[src/rtl/core/mwps_pkg.sv]
`default_nettype none
package mwps_pkg;

  localparam int NPOW = 5;

  localparam logic [1:0] MODE_ACC = 2'd0;
  localparam logic [1:0] MODE_DEC = 2'd1;
  localparam logic [1:0] MODE_CLR = 2'd2;

  localparam logic REG_HIGHEST_POWER = 1'b0;
  localparam logic REG_WINDOW_LENGTH = 1'b1;

  localparam logic signed [3:0] HP_MAX   = 4'sd4;
  localparam logic signed [3:0] HP_MIN   = -4'sd1;
  localparam logic signed [3:0] HP_RESET = 4'sd4;

  typedef enum logic [3:0] {
    ST_IDLE,
    ST_DECODE,
    ST_ADD,
    ST_RD_OLD,
    ST_LD_OLD,
    ST_SUB,
    ST_WR,
    ST_SCAN_INIT,
    ST_SCAN,
    ST_OUT
  } mwps_state_t;

  typedef struct packed {
    logic accept;
    logic step;
    logic rd_slot;
    logic load_old;
    logic wr_ring;
    logic scan_start;
    logic scan_step;
    logic out_load;
  } mwps_cmd_t;

  typedef struct packed {
    logic [1:0] mode;
    logic       win;
    logic       full;
    logic       pow_done;
    logic       scan_done;
  } mwps_sts_t;

endpackage
`default_nettype wire

[src/rtl/core/mwps_ctrl.sv]
`default_nettype none
module mwps_ctrl (
  input  wire logic                clk,
  input  wire logic                rst_n,
  input  wire logic                in_valid,
  output logic                     in_ready,
  output logic                     out_valid,
  input  wire logic                out_ready,
  input  wire mwps_pkg::mwps_sts_t sts,
  output mwps_pkg::mwps_cmd_t      cmd
);

  mwps_pkg::mwps_state_t state_r, state_nxt;
  logic                  out_valid_r, out_valid_nxt;
  logic                  out_free;

  assign out_free  = !out_valid_r || out_ready;
  assign out_valid = out_valid_r;
  assign in_ready  = (state_r == mwps_pkg::ST_IDLE);

  always_comb begin
    state_nxt = state_r;
    unique case (state_r)
      mwps_pkg::ST_IDLE: begin
        if (in_valid) state_nxt = mwps_pkg::ST_DECODE;
      end
      mwps_pkg::ST_DECODE: begin
        if ((sts.mode == mwps_pkg::MODE_ACC) ||
            ((sts.mode == mwps_pkg::MODE_DEC) && !sts.win)) begin
          state_nxt = mwps_pkg::ST_ADD;
        end else begin
          state_nxt = mwps_pkg::ST_SCAN_INIT;
        end
      end
      mwps_pkg::ST_ADD: begin
        if (sts.pow_done) begin
          priority if (!sts.win || (sts.mode != mwps_pkg::MODE_ACC)) begin
            state_nxt = mwps_pkg::ST_SCAN_INIT;
          end else if (sts.full) begin
            state_nxt = mwps_pkg::ST_RD_OLD;
          end else begin
            state_nxt = mwps_pkg::ST_WR;
          end
        end
      end
      mwps_pkg::ST_RD_OLD:    state_nxt = mwps_pkg::ST_LD_OLD;
      mwps_pkg::ST_LD_OLD:    state_nxt = mwps_pkg::ST_SUB;
      mwps_pkg::ST_SUB: begin
        if (sts.pow_done) state_nxt = mwps_pkg::ST_WR;
      end
      mwps_pkg::ST_WR:        state_nxt = mwps_pkg::ST_SCAN_INIT;
      mwps_pkg::ST_SCAN_INIT: state_nxt = mwps_pkg::ST_SCAN;
      mwps_pkg::ST_SCAN: begin
        if (sts.scan_done) state_nxt = mwps_pkg::ST_OUT;
      end
      mwps_pkg::ST_OUT: begin
        if (out_free) state_nxt = mwps_pkg::ST_IDLE;
      end
      default: state_nxt = mwps_pkg::ST_IDLE;
    endcase
  end

  always_comb begin
    cmd            = '0;
    cmd.accept     = (state_r == mwps_pkg::ST_IDLE) && in_valid;
    cmd.step       = ((state_r == mwps_pkg::ST_ADD) || (state_r == mwps_pkg::ST_SUB)) &&
                     !sts.pow_done;
    cmd.rd_slot    = (state_r == mwps_pkg::ST_RD_OLD);
    cmd.load_old   = (state_r == mwps_pkg::ST_LD_OLD);
    cmd.wr_ring    = (state_r == mwps_pkg::ST_WR);
    cmd.scan_start = (state_r == mwps_pkg::ST_SCAN_INIT);
    cmd.scan_step  = (state_r == mwps_pkg::ST_SCAN);
    cmd.out_load   = (state_r == mwps_pkg::ST_OUT) && out_free;
  end

  always_comb begin
    if (cmd.out_load) begin
      out_valid_nxt = 1'b1;
    end else if (out_ready) begin
      out_valid_nxt = 1'b0;
    end else begin
      out_valid_nxt = out_valid_r;
    end
  end

  always_ff @(posedge clk) begin
    if (!rst_n) begin
      state_r     <= mwps_pkg::ST_IDLE;
      out_valid_r <= 1'b0;
    end else begin
      state_r     <= state_nxt;
      out_valid_r <= out_valid_nxt;
    end
  end

endmodule
`default_nettype wire

[config.mk]
export PLATFORM = sky130hd
export DESIGN_NAME = mwps_ctrl
export DESIGN_NICKNAME = d
export VERILOG_FILES = /design/src/rtl/core/mwps_pkg.sv /design/src/rtl/core/mwps_ctrl.sv
export SDC_FILE = /design/constraint.sdc
export NUM_CORES = 1
export LEC_CHECK = 0
export BUFFER_PORTS_ARGS = -buffer_cell sky130_fd_sc_hd__buf_2
export CELL_PAD_IN_SITES_DETAIL_PLACEMENT = 0
export CELL_PAD_IN_SITES_GLOBAL_PLACEMENT = 1
export CORE_MARGIN = 2
export CORE_UTILIZATION = 26
export DETAILED_ROUTE_END_ITERATION = 7
export HOLD_SLACK_MARGIN = 0.06
export MAX_ROUTING_LAYER = met4
export PLACE_DENSITY = 0.69
export SYNTH_ARGS = -nofsm -noshare
export SYNTH_HDL_FRONTEND = slang
export SYNTH_SLANG_ARGS = --single-unit
[constraint.sdc]
create_clock -name clk -period 1.4 [get_ports clk]
set_input_delay 0.07 -clock clk [delete_from_list [all_inputs] [get_ports clk]]
set_output_delay 0.07 -clock clk [all_outputs]
set_load 0.05 [all_outputs]
* Yosys cells after proc, flatten, opt, wreduce, memory -nomap -nowiden *
Cells that the tools add are included.

operators by class
  equality and inequality tests = 15
  muxes and demuxes = 11
  reductions and logical operators = 16

operators by type and width
  kind                  count
  $pmux W4 S10          1
  $mux W4               5
  $eq A4 B3 Y1 const B  4
  $ne A2 B2 Y1 const B  5
  $mux W3               3
  $eq A4 B2 Y1 const B  2
  $eq A4 B4 Y1 const B  2
  $reduce_and A5 Y1     1
  $eq A4 B1 Y1 const B  1
  $logic_and A1 B1 Y1   4
  $logic_not A4 Y1      1
  $logic_or A1 B1 Y1    4
  $reduce_bool A2 Y1    2
  $logic_not A1 Y1      3
  $eq A2 B1 Y1 const B  1
  $logic_not A2 Y1      1
  $mux W1               2

word-level totals
  register bits after elaboration = 5
  output and inout port bits = 10
  word-level logic and storage cells = 44

* Depth between registers and ports, before layout *
  depth in word-level cells = 5
  depth in mapped cells = 5
  gate-level depth less buffers = 4

* Worst setup path before layout *
Ideal clock, no wire load.

  kind = register to register
  start = register state_r[1]
  end = register state_r[2]
  library setup time = 117 ps
  data arrival time = 2,087 ps
  path slack = -805 ps
  stages on the path, launching flop included = 6
  buffers on the path = 1
  period minus slack after synthesis = 2,205 ps
  cells stage by stage = dfxtp_1 buf_4 nor4_2 a22oi_1 o311a_1 a32o_1

on the way
  longest elaborated chain between the ends = 3

RTL lines
  element                             RTL line         RTL
  start: declaration                  mwps_ctrl.sv:13  mwps_pkg::mwps_state_t state_r, state_nxt;
  start signal: assignment            mwps_ctrl.sv:88  state_r <= mwps_pkg::ST_IDLE;
  start signal: assignment            mwps_ctrl.sv:91  state_r <= state_nxt;
  $logic_not A4 Y1 *                  n/a
  named net in_ready                  mwps_ctrl.sv:6   output logic in_ready,
  $ne A2 B2 Y1 (no source line)       n/a
  $reduce_and A5 Y1 (no source line)  n/a

The timed path passes the listed nets; every way through them passes the cells marked *.
A chain may end at the register's enable or synchronous reset.

* Final worst setup path *
  start = register state_r[1]
  end = register state_r[2]

on the way
  longest elaborated chain between the ends = 3

RTL lines
  element                                     RTL line         RTL
  $eq A4 B4 Y1, or another cell as far along  mwps_ctrl.sv:23  unique case (state_r)
  $ne A2 B2 Y1 (no source line)               n/a
  $reduce_and A5 Y1 (no source line)          n/a

Parallel ways exist; a longest one is shown, timed or not.

==> results_dict.tcl <==
set metrics [dict create \
    status "finished, violations left" \
    violations "negative setup slack" \
    max_stage_delay_ps 530 \
    dp_hpwl_microns 868 \
    r2r-start "state_r[1]" \
    setup.worst_path.end "state_r[2]" \
    powerDensity_nw_per_um2 2190 \
    h-tree-depth 1 \
    hold_buffers 0 \
    synth_mux_area_frac 0.0278 \
    path_buf_inv 0 \
    numPortBuffers 19 \
    synth_compound_area_frac 0.250 \
    diodes 0 \
    ys_seq_elements 5 \
    setup_viol 4 \
    r2r_setup_slack_ps -40 \
    syn_area_per_cell_sq_um 7.37 \
    holdCritStartpoint "rst_n" \
    crit_path_start "state_r[1]" \
    finalNonFillerCells 97 \
    synth.yosys.seq_area_share 0.247 \
    path_cells "or4b_1 -> a22oi_2 -> o311a_1 -> a32o_1" \
    synth-edff-count 0 \
    clk_pin_slew_ps 50 \
    rsz0062_at_grt "yes" \
    synth_top_family_by_area "simple AND/OR/NAND/NOR gates" \
    relSlewSlack 0.812 \
    final_util 0.458 \
    grt_pass1_wl_microns 1920 \
    clkLatencyLatePin_ps 240 \
    startpoint_type "flop" \
    p_sw_uw 729 \
    slew_violations 0 \
    drive_above_1_share 0.568 \
    timing.final.crit_period_ps 1440 \
    placement_rows 14 \
    numCtsBuffers 3 \
    worst-r2r-cell-count 4 \
    yosys.area_share.xor_xnor 0 \
    highest_layer "met4" \
    firstDrtPassIters 3 \
    root_buffer "clkbuf_4" \
    path_max_fanout 5 \
    vias 493 \
    rr_endpoint "state_r[2]" \
    clock_sinks 5 \
    syn_area_sq_um 405 \
    power.internal_uw 764 \
    pwr-share-clk 0.112 \
    design.core.area_sq_um 1490 \
    nets 92 \
    cp.depth 4 \
    gp_congestion 0.749 \
    worst_slew_pin_slew_ps 280 \
    combPwrFrac 0.707 \
    hold_violations 0 \
    route.met3.wl_microns 76 \
    routed_wl_microns 1150 \
    synth.distinct_cells 28 \
    swShare 0.488 \
    drc 0 \
    yosys.area_share.simple 0.386 \
    tns_ps -86.5 \
    postCtsSetupBuffers 0 \
    initial_core_util 0.272 \
    pwr-share-seq 0.181 \
    grt_pass1_vias 454 \
    synth_fa_ha_area_frac 0 \
    area_growth_pct 68.2 \
    first_iter_violations 6 \
    max_freq_mhz 696 \
    grt_overflow 0 \
    finalCritPeriodShare 1.03 \
    critical_path_class "flop to flop" \
    wl_met1_microns 526 \
    cts_tree "done" \
    die-area_sq_um 1890 \
    setup_slack_ps -37.5 \
    cp-end-kind "flop" \
    arrival_ps 1620 \
    io-pin-count 20 \
    synthArstFlopShare 0 \
    dp_cells 93 \
    wl_per_cell_microns 11.9 \
    grt_max_degree 10 \
    yosysWarnings 0 \
    grt_use_total 0.141 \
    total_power_uw 1490 \
    cp_top_family "simple AND/OR/NAND/NOR gates" \
    die_h_microns 43.5 \
    cts_buffer_depth 2 \
    postSynthCellCount 55 \
    antenna_found_initial 0 \
    synth_ff_type "dfxtp_1" \
    die_w_microns 43.5 \
    viasPerCell 5.08 \
    antenna_left 0 \
    dr_wl_met2_microns 541 \
    leakage_uw 0.000300 \
    drv_cap 0 \
    fin_skew_ps 6.08 \
    syn_nets 65 \
    hp-class "primary input to flop" \
    cpMaxStageDelayCell "or4b_1" \
    ir_drop_mv 0.710 \
    worst_ep_required_time_ps 1580 \
]
## power groups by stage
stage                     combinational [uW]  clock (uW)  sequential [uW]
after floorplan                          707           0              224
after global placement                   927           0              240
after detailed placement                 921           0              242
after CTS                               1020         174              248
after global routing                    1120         185              281
final                                   1060         167              270
## per-layer routing
layer  GRT usage  vias to the layer above
met5           -                        -
met4      0.0545                        0
met3      0.0500                        2
met2       0.221                       18
met1       0.165                      220
li1            -                      253
## cell usage after synthesis (all sizes together), types with 2 or more instances
cell type | n | area [sq um]
inv | 2 | 7.51
nor3b | 2 | 15.0
buf | 4 | 25.0
nand2 | 4 | 15.0
nand2b | 3 | 18.8
nor3 | 3 | 15.0
a21oi | 3 | 15.0
a22o | 2 | 17.5
nor2 | 8 | 30.0
nand3 | 2 | 10.0
dfxtp | 5 | 100
o21ai | 2 | 10.0
## how the worst min path moves through the flow
stage	end	slack, ps	cells past startpoint
final	state_r[3]	110	2
after global routing	state_r[3]	120	2
after CTS	state_r[3]	110	2
after detailed placement	state_r[3]	370	2
after global placement	state_r[0]	360	2
after floorplan	state_r[3]	190	1
## cell usage in the layout, fill, tap and decap left out, drive strengths merged, types with 2 or more instances in the layout
cell type / instances
nand3: 2
inv: 2
nand2b: 3
nor3b: 2
a22o: 2
nor2: 8
o21ai: 2
nor3: 3
clkbuf: 4
dfxtp: 5
buf: 27
nand2: 4
a21oi: 3
## area by class of cell
type | count | area, sq um
multi-input combinational | 43 | 318
timing repair buffer | 27 | 200
clock buffer | 4 | 26.3
inverter | 2 | 7.51
fill | 150 | 807
tap | 16 | 20.0
sequential | 5 | 110
## cell families (layout without fill, tap and decap cells)
logic type | count (synthesis) | count (layout)
simple gates | 28 | 28
mux | 1 | 1
compound gates | 14 | 14
buf+inv | 7 | 33
flops | 5 | 5
## state kept, by name, indices dropped and copies added, names as in the netlist
| name | cells |
|---|---|
| out_valid | 1 |
| state_r | 4 |
## per-stage QoR
step	setup WS [ps]	hold slack, ps	area, sq um
after floorplan	-375	188	434
after global placement	15.1	364	574
after detailed placement	-26.5	365	574
after CTS	-30.8	110	649
after global routing	-89.8	119	682
final	-37.5	113	682
## timing repair
item                                    in CTS  in global routing
endpoints found under the setup margin       8                 11
pin swaps                                    2                  3
gates resized for setup                     16                 11
Power figures use the tool's default switching activity.
